## config.mk

```make
export PLATFORM = sky130hd
export DESIGN_NAME = utf8_umlaut_transliterator_flat
export DESIGN_NICKNAME = d
export VERILOG_FILES = /design/src/umt_pkg.sv /design/src/umt_req_if.sv /design/src/umt_rsp_if.sv /design/src/umt_csr.sv /design/src/umt_decode.sv /design/src/umt_result_buffer.sv /design/src/utf8_umlaut_transliterator.sv /design/src/flat_wrapper.sv
export SDC_FILE = /design/constraint.sdc
export NUM_CORES = 1
export LEC_CHECK = 0
export ABC_AREA = 1
export BUFFER_PORTS_ARGS = -buffer_cell sky130_fd_sc_hd__buf_2
export CAP_MARGIN = 20
export CORE_MARGIN = 5
export CORE_UTILIZATION = 50
export CTS_BUF_LIST = sky130_fd_sc_hd__clkbuf_16
export CTS_CLUSTER_DIAMETER = 40
export DETAILED_ROUTE_END_ITERATION = 16
export PLACE_DENSITY = 0.77
export SYNTH_ARGS = -nofsm -noshare
export SYNTH_HDL_FRONTEND = slang
export SYNTH_SLANG_ARGS = --single-unit
```

## constraint.sdc

```tcl
create_clock -name clock -period 9.4 [get_ports clock]
set_clock_uncertainty 0.05 [all_clocks]
set_input_delay 0 -clock clock [delete_from_list [all_inputs] [get_ports clock]]
set_output_delay 0 -clock clock [all_outputs]
set_load 0.1 [all_outputs]
```

## src/umt_pkg.sv

```systemverilog
package umt_pkg;

   localparam logic [7:0] LEAD_C3   = 8'hC3;
   localparam logic [7:0] LEAD_C2   = 8'hC2;
   localparam logic [7:0] ASCII_TOP = 8'h80;
   localparam logic [7:0] CONT_MASK = 8'hC0;
   localparam logic [7:0] CONT_TAG  = 8'h80;
   localparam logic [7:0] QMARK     = 8'h3F;
   localparam logic [7:0] END_BYTE  = 8'h00;

   localparam logic KIND_CHAR = 1'b0;
   localparam logic KIND_END  = 1'b1;

   localparam logic [15:0] MAX_CHARS_RESET = 16'd255;
   localparam int unsigned MAX_RESULTS     = 3;

   typedef enum logic [1:0] {
      MODE_NORMAL   = 2'd0,
      MODE_AFTER_C3 = 2'd1,
      MODE_AFTER_C2 = 2'd2,
      MODE_SWALLOW  = 2'd3
   } mode_type;

   typedef enum logic [0:0] {
      REG_MAX_CHARS = 1'b0,
      REG_NONE      = 1'b1
   } reg_index_type;

   typedef struct packed {
      logic [7:0]  out_byte;
      logic        out_kind;
      logic [15:0] out_count;
   } result_type;

   typedef struct packed {
      logic [1:0]                        count;
      result_type [MAX_RESULTS-1:0]      items;
   } bundle_type;

   typedef struct packed {
      logic       ok;
      logic [7:0] first;
      logic [7:0] second;
   } spelling_type;

   function automatic spelling_type umlaut_spelling(input logic [7:0] code);
      spelling_type sp;
      sp = '{ok: 1'b1, first: 8'h00, second: 8'h65};
      unique case (code)
         8'hA4:   sp.first = 8'h61;
         8'hB6:   sp.first = 8'h6F;
         8'hBC:   sp.first = 8'h75;
         8'h84:   sp.first = 8'h41;
         8'h96:   sp.first = 8'h4F;
         8'h9C:   sp.first = 8'h55;
         8'h9F: begin
            sp.first  = 8'h73;
            sp.second = 8'h73;
         end
         default: sp.ok = 1'b0;
      endcase
      return sp;
   endfunction

endpackage

```

## src/umt_req_if.sv

```systemverilog
interface umt_req_if;
   logic       valid;
   logic       ready;
   logic [7:0] in_byte;
   logic       in_last;

   modport source (output valid, output in_byte, output in_last, input ready);
   modport sink   (input valid, input in_byte, input in_last, output ready);
endinterface

```

## src/umt_rsp_if.sv

```systemverilog
interface umt_rsp_if;
   logic        valid;
   logic        ready;
   logic [7:0]  out_byte;
   logic        out_kind;
   logic [15:0] out_count;

   modport source (output valid, output out_byte, output out_kind, output out_count,
                   input ready);
   modport sink   (input valid, input out_byte, input out_kind, input out_count,
                   output ready);
endinterface

```

## src/umt_csr.sv

```systemverilog
module umt_csr (
   input  logic        clock,
   input  logic        reset,
   input  logic        csr_psel,
   input  logic        csr_penable,
   input  logic        csr_pwrite,
   input  logic [2:0]  csr_paddr,
   input  logic [31:0] csr_pwdata,
   output logic [31:0] csr_prdata,
   output logic        csr_pready,
   output logic [15:0] max_chars
);
   import umt_pkg::*;

   logic [15:0]   max_chars_ff;
   logic [15:0]   max_chars_in;
   reg_index_type reg_index;
   logic          write_beat;

   assign reg_index  = reg_index_type'(csr_paddr[2]);
   assign csr_pready = 1'b1;
   assign write_beat = csr_psel & csr_penable & csr_pwrite & csr_pready;

   always_comb begin
      max_chars_in = max_chars_ff;
      if (write_beat && reg_index == REG_MAX_CHARS) begin
         max_chars_in = csr_pwdata[15:0];
      end
   end

   always_ff @(posedge clock) begin
      if (reset) begin
         max_chars_ff <= MAX_CHARS_RESET;
      end else begin
         max_chars_ff <= max_chars_in;
      end
   end

   always_comb begin
      unique case (reg_index)
         REG_MAX_CHARS: csr_prdata = {16'h0000, max_chars_ff};
         default:       csr_prdata = 32'h0000_0000;
      endcase
   end

   assign max_chars = max_chars_ff;
endmodule

```

## src/umt_decode.sv

```systemverilog
module umt_decode (
   input  logic                clock,
   input  logic                reset,
   umt_req_if.sink             req_chan,
   input  logic [15:0]         max_chars,
   input  logic                can_take,
   output logic                load,
   output umt_pkg::bundle_type bundle
);
   import umt_pkg::*;

   logic        in_valid_ff;
   logic        in_valid_in;
   logic [7:0]  in_byte_ff;
   logic        in_last_ff;
   mode_type    mode_ff;
   mode_type    mode_in;
   logic [15:0] count_ff;
   logic [15:0] count_in;

   logic         fire;
   logic         req_beat;
   mode_type     mode_dec;
   logic         lead;
   logic [1:0]   want;
   logic [7:0]   char0;
   logic [7:0]   char1;
   spelling_type sp;
   logic [16:0]  count_wide;
   logic         put0;
   logic         put1;
   logic [1:0]   nchars;
   logic [15:0]  count_next;

   assign fire           = in_valid_ff & can_take;
   assign req_chan.ready = ~in_valid_ff | fire;
   assign req_beat       = req_chan.valid & req_chan.ready;
   assign in_valid_in    = req_beat | (in_valid_ff & ~fire);

   always_ff @(posedge clock) begin
      if (reset) begin
         in_valid_ff <= 1'b0;
      end else begin
         in_valid_ff <= in_valid_in;
      end
   end

   always_ff @(posedge clock) begin
      if (req_beat) begin
         in_byte_ff <= req_chan.in_byte;
         in_last_ff <= req_chan.in_last;
      end
   end

   always_comb begin
      sp       = umlaut_spelling(in_byte_ff);
      mode_dec = mode_ff;
      lead     = 1'b0;
      want     = 2'd0;
      char0    = QMARK;
      char1    = QMARK;
      unique case (mode_ff)
         MODE_AFTER_C3: begin
            mode_dec = MODE_NORMAL;
            if (sp.ok) begin
               want  = 2'd2;
               char0 = sp.first;
               char1 = sp.second;
            end else begin
               want = 2'd1;
            end
         end
         MODE_AFTER_C2: begin
            mode_dec = MODE_NORMAL;
            want     = 2'd1;
            char0    = in_byte_ff;
         end
         MODE_SWALLOW: begin
            if ((in_byte_ff & CONT_MASK) != CONT_TAG) begin
               mode_dec = MODE_NORMAL;
               lead     = 1'b1;
            end
         end
         default: lead = 1'b1;
      endcase
      if (lead) begin
         if (in_byte_ff < ASCII_TOP) begin
            want  = 2'd1;
            char0 = in_byte_ff;
         end else if (in_byte_ff == LEAD_C3 || in_byte_ff == LEAD_C2) begin
            if (in_last_ff) begin
               want = 2'd1;
            end else if (in_byte_ff == LEAD_C3) begin
               mode_dec = MODE_AFTER_C3;
            end else begin
               mode_dec = MODE_AFTER_C2;
            end
         end else begin
            want     = 2'd1;
            mode_dec = MODE_SWALLOW;
         end
      end
   end

   assign count_wide = {1'b0, count_ff};
   assign put0       = (want != 2'd0) && (count_wide < {1'b0, max_chars});
   assign put1       = (want == 2'd2) && ((count_wide + 17'd1) < {1'b0, max_chars});
   assign nchars     = {1'b0, put0} + {1'b0, put1};
   assign count_next = count_ff + {14'd0, nchars};

   always_comb begin
      bundle = '0;
      bundle.items[0] = '{out_byte: char0, out_kind: KIND_CHAR, out_count: 16'd0};
      bundle.items[1] = '{out_byte: char1, out_kind: KIND_CHAR, out_count: 16'd0};
      if (in_last_ff) begin
         bundle.items[nchars] = '{out_byte: END_BYTE, out_kind: KIND_END,
                                  out_count: count_next};
      end
      bundle.count = nchars + {1'b0, in_last_ff};
   end

   assign load = fire && (bundle.count != 2'd0);

   always_comb begin
      mode_in  = mode_ff;
      count_in = count_ff;
      if (fire) begin
         if (in_last_ff) begin
            mode_in  = MODE_NORMAL;
            count_in = 16'd0;
         end else begin
            mode_in  = mode_dec;
            count_in = count_next;
         end
      end
   end

   always_ff @(posedge clock) begin
      if (reset) begin
         mode_ff  <= MODE_NORMAL;
         count_ff <= 16'd0;
      end else begin
         mode_ff  <= mode_in;
         count_ff <= count_in;
      end
   end
endmodule

```

## src/umt_result_buffer.sv

```systemverilog
module umt_result_buffer (
   input  logic                clock,
   input  logic                reset,
   input  logic                load,
   input  umt_pkg::bundle_type bundle,
   output logic                can_take,
   umt_rsp_if.source           rsp_chan
);
   import umt_pkg::*;

   bundle_type bundle_ff;
   logic       full_ff;
   logic       full_in;
   logic [1:0] idx_ff;
   logic [1:0] idx_in;
   logic       rsp_beat;
   logic       final_beat;
   result_type head;

   assign head       = bundle_ff.items[idx_ff];
   assign rsp_beat   = full_ff & rsp_chan.ready;
   assign final_beat = rsp_beat && (idx_ff == bundle_ff.count - 2'd1);
   assign can_take   = ~full_ff | final_beat;

   assign rsp_chan.valid     = full_ff;
   assign rsp_chan.out_byte  = head.out_byte;
   assign rsp_chan.out_kind  = head.out_kind;
   assign rsp_chan.out_count = head.out_count;

   always_comb begin
      full_in = full_ff;
      idx_in  = idx_ff;
      priority if (load) begin
         full_in = 1'b1;
         idx_in  = 2'd0;
      end else if (final_beat) begin
         full_in = 1'b0;
         idx_in  = 2'd0;
      end else if (rsp_beat) begin
         idx_in = idx_ff + 2'd1;
      end
   end

   always_ff @(posedge clock) begin
      if (reset) begin
         full_ff <= 1'b0;
         idx_ff  <= 2'd0;
      end else begin
         full_ff <= full_in;
         idx_ff  <= idx_in;
      end
   end

   always_ff @(posedge clock) begin
      if (load) begin
         bundle_ff <= bundle;
      end
   end
endmodule

```

## src/utf8_umlaut_transliterator.sv

```systemverilog
// A byte beat is captured in the input register; its results are then loaded
// into the result register once earlier results there have all been taken.
// Throughput is one byte per cycle while the result register is free; a byte
// yielding k results holds it until all k are taken. Synchronous active-high
// reset empties both registers, clears the decode mode and character count,
// and sets max_chars to 255.
module utf8_umlaut_transliterator (
   input  logic        clock,
   input  logic        reset,
   umt_req_if.sink     req_chan,
   umt_rsp_if.source   rsp_chan,
   input  logic        csr_psel,
   input  logic        csr_penable,
   input  logic        csr_pwrite,
   input  logic [2:0]  csr_paddr,
   input  logic [31:0] csr_pwdata,
   output logic [31:0] csr_prdata,
   output logic        csr_pready
);
   import umt_pkg::*;

   logic [15:0] max_chars;
   logic        can_take;
   logic        load;
   bundle_type  bundle;

   umt_csr u_csr (
      .clock       (clock),
      .reset       (reset),
      .csr_psel    (csr_psel),
      .csr_penable (csr_penable),
      .csr_pwrite  (csr_pwrite),
      .csr_paddr   (csr_paddr),
      .csr_pwdata  (csr_pwdata),
      .csr_prdata  (csr_prdata),
      .csr_pready  (csr_pready),
      .max_chars   (max_chars)
   );

   umt_decode u_decode (
      .clock     (clock),
      .reset     (reset),
      .req_chan  (req_chan),
      .max_chars (max_chars),
      .can_take  (can_take),
      .load      (load),
      .bundle    (bundle)
   );

   umt_result_buffer u_result_buffer (
      .clock    (clock),
      .reset    (reset),
      .load     (load),
      .bundle   (bundle),
      .can_take (can_take),
      .rsp_chan (rsp_chan)
   );

   // The input side stalls only when both the input and result registers hold work.
   a_stall_needs_result: assert property (@(posedge clock) disable iff (reset)
      !req_chan.ready |-> rsp_chan.valid)
      else $error("input stalled with no result pending");

   a_reset_empty: assert property (@(posedge clock)
      reset |=> !rsp_chan.valid && req_chan.ready)
      else $error("block not empty after reset");

   a_load_when_free: assert property (@(posedge clock) disable iff (reset)
      load |-> can_take)
      else $error("result register loaded while occupied");
endmodule

```

## src/flat_wrapper.sv

```systemverilog
// flat-port wrapper written by rule: the top's interface ports become plain ports
module utf8_umlaut_transliterator_flat import umt_pkg::*;
  (clock, reset, csr_psel, csr_penable, csr_pwrite, csr_paddr, csr_pwdata, csr_prdata, csr_pready, req_chan_valid, req_chan_in_byte, req_chan_in_last, req_chan_ready, rsp_chan_valid, rsp_chan_out_byte, rsp_chan_out_kind, rsp_chan_out_count, rsp_chan_ready);
  umt_req_if req_chan_i ();
  umt_rsp_if rsp_chan_i ();
  input  logic clock;
  input  logic reset;
  input  logic csr_psel;
  input  logic csr_penable;
  input  logic csr_pwrite;
  input  logic [2:0] csr_paddr;
  input  logic [31:0] csr_pwdata;
  output logic [31:0] csr_prdata;
  output logic csr_pready;
  input wire logic [$bits(req_chan_i.valid)-1:0] req_chan_valid;
  input wire logic [$bits(req_chan_i.in_byte)-1:0] req_chan_in_byte;
  input wire logic [$bits(req_chan_i.in_last)-1:0] req_chan_in_last;
  output wire logic [$bits(req_chan_i.ready)-1:0] req_chan_ready;
  output wire logic [$bits(rsp_chan_i.valid)-1:0] rsp_chan_valid;
  output wire logic [$bits(rsp_chan_i.out_byte)-1:0] rsp_chan_out_byte;
  output wire logic [$bits(rsp_chan_i.out_kind)-1:0] rsp_chan_out_kind;
  output wire logic [$bits(rsp_chan_i.out_count)-1:0] rsp_chan_out_count;
  input wire logic [$bits(rsp_chan_i.ready)-1:0] rsp_chan_ready;
  assign req_chan_i.valid = req_chan_valid;
  assign req_chan_i.in_byte = req_chan_in_byte;
  assign req_chan_i.in_last = req_chan_in_last;
  assign req_chan_ready = req_chan_i.ready;
  assign rsp_chan_valid = rsp_chan_i.valid;
  assign rsp_chan_out_byte = rsp_chan_i.out_byte;
  assign rsp_chan_out_kind = rsp_chan_i.out_kind;
  assign rsp_chan_out_count = rsp_chan_i.out_count;
  assign rsp_chan_i.ready = rsp_chan_ready;
  utf8_umlaut_transliterator u_core (.clock(clock), .reset(reset), .req_chan(req_chan_i), .rsp_chan(rsp_chan_i), .csr_psel(csr_psel), .csr_penable(csr_penable), .csr_pwrite(csr_pwrite), .csr_paddr(csr_paddr), .csr_pwdata(csr_pwdata), .csr_prdata(csr_prdata), .csr_pready(csr_pready));
endmodule
```

==> metrics, run 1 <==
DR iter-0 viols=432; vias in the first global route=5229; largest net degree at the start of global routing=52; Reg area=roughly 3000 um2; Die Wd=approximately 130 um; Final GP Congestion=roughly 1; Max Fclk=0.211 GHz; status=complete, no violations; worst endpoint data arrival time=4.82 ns; slew margin rel.=0.476; Slew Viols, Final=0; MaxCap Viol Count=0; worst reg2reg path depth=21; setup TNS=0 ns; Worst Path Required=9.48 ns; antenna cells=0; dpl ws=4.65 ns; VDD IR-drop max=0.000152 V; Layout area overhead=19.1%; first-pass GRT wire length=between 20000 and 25000 um; CTS buffer count=17; Multi-input gate area=3070 um2; Die Y=125 um; critical path startpoint category=flip-flop; worst hold path class=in -> reg; crit-path max FO=6; P_leak=3.39 nW; Final ANT Viol Nets=0; worst skew pair latency=0.41 ns; routed len/inst=between 10 and 15 um; worst slew pin tran=0.784 ns; final hold vios=0; sequential area share after synthesis=0.454; PD cells=181 nW/um2; initial antenna violation count=0; Die ar.=about 16000 um2; CTS sink cnt=113; clk slew on worst S/H paths=roughly 0.06 ns; CTS tree=built; io pins=111; nets=979; DR pass1 iterations=5; Synth cell types=40; Seq cells post-synth=about 110; H-tree depth=4; Root Buffer Master=clkbuf_16; layout cell share with drive strength beyond 1=0.147; unrepaired setup endpoints after global routing=no; min Tclk post-route=4.74 ns; Synth Instances=796; Yosys warnings=0; row count=42; clk buf depth=2; DP HPWL=10100 um; average size of a mapped cell=8.33 um2; final setup fails=0; hold depth=4; Congestion Overflow GR=0; critical path type=reg -> reg; total number of vias=roughly 5500; PnR worst setup slack=4.66 ns; Port Buffers=75; vias per cell=between 5 and 6; # Post-CTS Setup Buffers=0; final WL=14400 um; number of remaining DRC errors=0; period utilization=0.504; core area=13100 um2; Critical Path Sink Type=flip-flop; total track usage=0.190; fillcell total=1099; Post-Syn Area=6630 um2; initial cell density of the core=0.505
[flip-flops by register name (all words and copies together), names as in the netlist]
signal,cells
u_core.u_result_buffer.rsp_chan.valid,1
u_core.u_result_buffer.bundle_ff,66
u_core.u_result_buffer.idx_ff,2
u_core.u_decode.in_last_ff,1
u_core.u_decode.mode_ff,2
u_core.u_decode.in_byte_ff,8
u_core.u_decode.in_valid_ff,1
u_core.u_decode.count_ff,16
u_core.u_csr.max_chars,16
[metal layers]
metal	wire (um)	vias up	global-route usage
met4	259	0	0.0612
met1	6680	2530	0.248
met2	6680	174	0.320
li1	-	2798	-
met5	0	-	0
met3	741	28	0.0354
[through the flow]
step | instances | utilization | area, um2 | hold WS [ns] | power (mW)
after CTS | 1076 | 0.601 | 7900 | 0.191 | 1.43
after global routing | 1076 | 0.601 | 7900 | 0.217 | 1.47
after detailed placement | 1015 | 0.534 | 7020 | 0.129 | 0.797
after floorplan | 811 | - | 6690 | 0.0489 | 0.766
after global placement | 1015 | 0.534 | 7020 | 0.127 | 0.795
final | 1076 | 0.601 | 7900 | 0.196 | 1.43
[cells in the final DEF, fill, tap and decap left out, types with 25 or more instances in the layout]
master and instances:
dfxtp_1 38, xor2_1 25, buf_2 75, nand2_1 148
edfxtp_1 75, nor2_1 115, a21oi_1 45, inv_1 77
o21ai_0 25, nand3_1 79, ha_1 39, dlygate4sd3_1 29
[where the power goes]
group / internal (mW) / switching, mW / total, mW
Combinational: 0.0439 / 0.188 / 0.232
Clock: 0.393 / 0.237 / 0.629
Sequential: 0.554 / 0.0100 / 0.564
Total: 0.991 / 0.435 / 1.43
[area by class of cell]
class,count,area share
Multi-Input combinational cell,565,0.389
Sequential cell,113,0.382
Timing Repair Buffer,108,0.0881
Clock buffer,17,0.0539
Inverter,82,0.0390
Tap cell,176,0.0279
Clock inverter,15,0.0203
[kinds of logic (layout without fill, tap and decap cells)]
family | count (synthesis) | after routing | share of synthesized area
other | 2 | 17 | 0.00113
AND/OR/NAND/NOR | 378 | 378 | 0.247
buffers and inverters | 133 | 222 | 0.0915
adder cells (fa/ha/maj) | 41 | 41 | 0.0796
AO/OA/AOI/OAI | 99 | 99 | 0.0866
XOR/XNOR | 30 | 30 | 0.0396
flip-flops | 113 | 113 | 0.454
[worst paths after layout]
kind / startpoint / endpoint / slack, ns
worst min register to register: u_core.u_csr.max_chars[11]$_SDFFE_PP0P_ / u_core.u_csr.max_chars[11]$_SDFFE_PP0P_ / 0.47
worst min-delay path: csr_penable / u_core.u_csr.max_chars[4]$_SDFFE_PP1P_ / 0.20
worst max-delay path: u_core.u_decode.count_ff[1]$_SDFFE_PP0P_ / u_core.u_result_buffer.bundle_ff[35]$_SDFFCE_PN0P_ / 4.66
worst max register to register: u_core.u_decode.count_ff[1]$_SDFFE_PP0P_ / u_core.u_result_buffer.bundle_ff[35]$_SDFFCE_PN0P_ / 4.66
[synthesized netlist by cell type (all sizes together)]
library cell	n	area, um2
a211oi	3	22.5
a21o	1	8.76
a21oi	46	241
a221oi	1	8.76
a22oi	1	7.51
a31oi	4	25.0
and3	1	6.26
buf	33	231
clkbuf	18	67.6
conb	2	7.51
dfxtp	38	761
edfxtp	75	2250
fa	2	40.0
ha	39	488
inv	82	308
nand2	153	592
nand3	82	433
nand4	9	56.3
nor2	121	479
nor3	7	35.0
nor3b	1	12.5
nor4	1	6.26
o211ai	11	82.6
o21a	7	52.6
o21ai	25	125
or2	2	12.5
or3	1	6.26
xnor2	5	43.8
xor2	25	219
[timing repair]
item,4_1_cts,5_1_grt
endpoints found under the setup margin,0,0
gates resized for setup,0,0
endpoints found under the hold margin,46,0
hold buffers,29,0
[worst max-delay path, stage by stage, from the launching register on]
cell     delay (ns)
dfxtp_1        0.47
ha_1           0.24
nand2_1        0.11
nor2_4         0.19
nand2_1        0.11
nor4_1         0.31
xor2_1         0.23
ha_1           0.29
a21oi_1        0.15
o21a_1         0.15
nor2_1         0.05
nor2_1         0.17
nand3_1        0.13
nor2_1         0.20
ha_1           0.28
ha_1           0.21
fa_1           0.41
nand3_2        0.13
nor2_1         0.09
nand2_1        0.08
xor2_1         0.33
nor2_1         0.08
No activity file was read; power rests on OpenSTA's default activity.
==> run 2, diff against run 1 <==
- clock period: 9.4 -> 4.89 ns (I/O delays scaled with it)
==> metrics, run 2 (synthesized netlist as in run 1, its figures left out) <==
status=complete, no violations (unchanged); Critical Path Sink Type=flip-flop (unchanged); worst r2r src=u_core.u_decode.count_ff[2]$_SDFFE_PP0P_ (was u_core.u_decode.count_ff[1]$_SDFFE_PP0P_); vias in the first global route=5257 (was 5229); PnR worst setup slack=0.390 ns (was 4.66 ns); min Tclk post-route=4.50 ns (was 4.74 ns); final hold vios=0 (unchanged); Max Fclk=0.222 GHz (was 0.211 GHz); routed len/inst=13.6 um (was 13.3 um); worst reg2reg path depth=21 (unchanged); antenna cells=0 (unchanged); CTS tree=built (unchanged); row count=42 (unchanged); Worst Path Required=5.10 ns (was 9.48 ns); P_leak=3.42 nW (was 3.39 nW); worst slew pin tran=0.794 ns (was 0.784 ns); Port Buffers=75 (unchanged); PD cells=345 nW/um2 (was 181 nW/um2); most frequent cells in the layout=148 x nand2_1, 115 x nor2_1, 79 x inv_1, 79 x nand3_1 (was 148 x nand2_1, 115 x nor2_1, 79 x nand3_1); DP HPWL=10200 um (was 10100 um); period utilization=0.920 (was 0.504); DR iter-0 viols=449 (was 432); final WL=14700 um (was 14400 um); Placed Cells=1019 (was 1015); vias per cell=5.08 (was 5.14); Finished Core Util=0.604 (was 0.601); core area=13100 um2 (unchanged); Die Y=125 um (unchanged); worst skew pair latency=0.41 ns (about the same); clk buf depth=2 (unchanged); Finished Layout Cells=1080 (was 1076); Reg-to-Reg End=u_core.u_result_buffer.bundle_ff[39]$_SDFFCE_PN0P_ (was u_core.u_result_buffer.bundle_ff[35]$_SDFFCE_PN0P_); MaxCap Viol Count=0 (unchanged); Congestion Overflow GR=0 (unchanged); layout cell share with drive strength beyond 1=0.149 (was 0.147); initial antenna violation count=0 (unchanged); number of flip-flops in the largest register=66 (unchanged); dpl ws=0.294 ns (was 4.65 ns); number of remaining DRC errors=0 (unchanged); largest net degree at the start of global routing=68 (was 52); H-tree depth=4 (unchanged); CTS buffer count=17 (unchanged); Final ANT Viol Nets=0 (unchanged); Critical Path Start=u_core.u_decode.count_ff[2]$_SDFFE_PP0P_ (was u_core.u_decode.count_ff[1]$_SDFFE_PP0P_); critical path startpoint category=flip-flop (unchanged); initial cell density of the core=0.505 (unchanged); VDD IR-drop max=0.000210 V (was 0.000152 V); clk slew on worst S/H paths=0.05 ns (was 0.06 ns); Die ar.=15700 um2 (unchanged); crit path to=u_core.u_result_buffer.bundle_ff[39]$_SDFFCE_PN0P_ (was u_core.u_result_buffer.bundle_ff[35]$_SDFFCE_PN0P_); total track usage=0.193 (was 0.190); # Post-CTS Setup Buffers=0 (unchanged); Die Wd=125 um (unchanged); Worst R2R Setup Slack=0.39 ns (was 4.66 ns); critical path type=reg -> reg (unchanged); crit-path max FO=9 (was 6); fillcell total=1132 (was 1099); total power=2.74 mW (was 1.43 mW); final setup fails=0 (unchanged); io pins=111 (unchanged); Final GP Congestion=0.960 (was 0.997); Layout area overhead=19.6% (was 19.1%); DR pass1 iterations=5 (unchanged); nets=983 (was 979); worst endpoint data arrival time=4.71 ns (was 4.82 ns); CTS sink cnt=113 (unchanged); total number of vias=5486 (was 5530); worst hold path class=in -> reg (unchanged); most flop-heavy register=u_core.u_result_buffer.bundle_ff (unchanged); Root Buffer Master=clkbuf_16 (unchanged); slew margin rel.=0.471 (was 0.476); commonest non-fill, non-tap cell in the layout=nand2_1 (unchanged); first-pass GRT wire length=24800 um (was 24600 um); Slew Viols, Final=0 (unchanged); HP Start=csr_penable (unchanged)
[run 2: cell count changes in the layout (fill, tap and decap cells not counted), sizes merged]
| cell | before | now |
|---|---|---|
| clkinvlp | 3 | 1 |
| buf | 79 | 83 |
| inv | 86 | 84 |
| bufinv | 2 | 3 |
| clkinv | 6 | 9 |
[run 2: routing by layer]
layer / share of wire / vias up / global-route usage
li1: - / 2807 / -
met4: 0.016 / 0 / 0.0580
met5: 0 / - / 0
met1: 0.45 / 2489 / 0.254
met2: 0.47 / 171 / 0.320
met3: 0.056 / 19 / 0.0443
[run 2: where the power goes]
part / switching [mW] / internal, mW / total (mW) / leakage [nW]
Sequential: 0.0191 / 1.07 / 1.09 / 0.998
Combinational: 0.363 / 0.0857 / 0.448 / 2.13
Clock: 0.416 / 0.786 / 1.20 / 0.289
Total: 0.798 / 1.94 / 2.74 / 3.42
[run 2: timing repair]
| action | in CTS | in global routing |
|---|---|---|
| hold endpoints to repair | 45 | 0 |
| hold buffers | 29 | 0 |
| endpoints found under the setup margin | 0 | 20 |
| resized for setup | 0 | 4 |
[run 2: through the flow]
| step | hold WS, ns | setup TNS (ns) | cell area [um2] |
|---|---|---|---|
| final | 0.198 | 0 | 7930 |
| after CTS | 0.179 | 0 | 7920 |
| after global routing | 0.243 | -0.0257 | 7930 |
| after floorplan | 0.0489 | 0 | 6690 |
| after detailed placement | 0.129 | 0 | 7050 |
| after global placement | 0.127 | 0 | 7050 |
[run 2: worst min path at each step]
stage,end,depth (start not counted)
after floorplan,u_core.u_decode.in_byte_ff[0]$_DFFE_PP_,0
after global placement,u_core.u_decode.in_byte_ff[4]$_DFFE_PP_,1
after detailed placement,u_core.u_decode.in_byte_ff[2]$_DFFE_PP_,1
after CTS,u_core.u_csr.max_chars[2]$_SDFFE_PP1P_,4
after global routing,u_core.u_csr.max_chars[4]$_SDFFE_PP1P_,4
final,u_core.u_csr.max_chars[4]$_SDFFE_PP1P_,4
[run 2: critical path, stage by stage (launching register included)]
cell     delay, ns
dfxtp_1       0.53
nand2_1       0.15
nor2_4        0.18
nand2_1       0.13
nor4_2        0.27
xor2_1        0.18
ha_1          0.27
a21oi_1       0.17
o21a_1        0.14
nor2_1        0.04
nor2_1        0.20
nand3_1       0.14
nor2_1        0.21
ha_1          0.28
ha_1          0.23
fa_1          0.43
nand3_2       0.13
nor2_1        0.09
nand3_1       0.09
xor2_1        0.24
inv_1         0.10
nor2_1        0.10
[run 2: layout make-up]
class	instances	area, um2	share of cell area
Clock buffer	17	425	0.0536
Clock inverter	15	153	0.0192
Inverter	82	308	0.0388
Multi-Input combinational cell	565	3090	0.389
Sequential cell	113	3020	0.380
Tap cell	176	220	0.0278
Timing Repair Buffer	112	726	0.0915
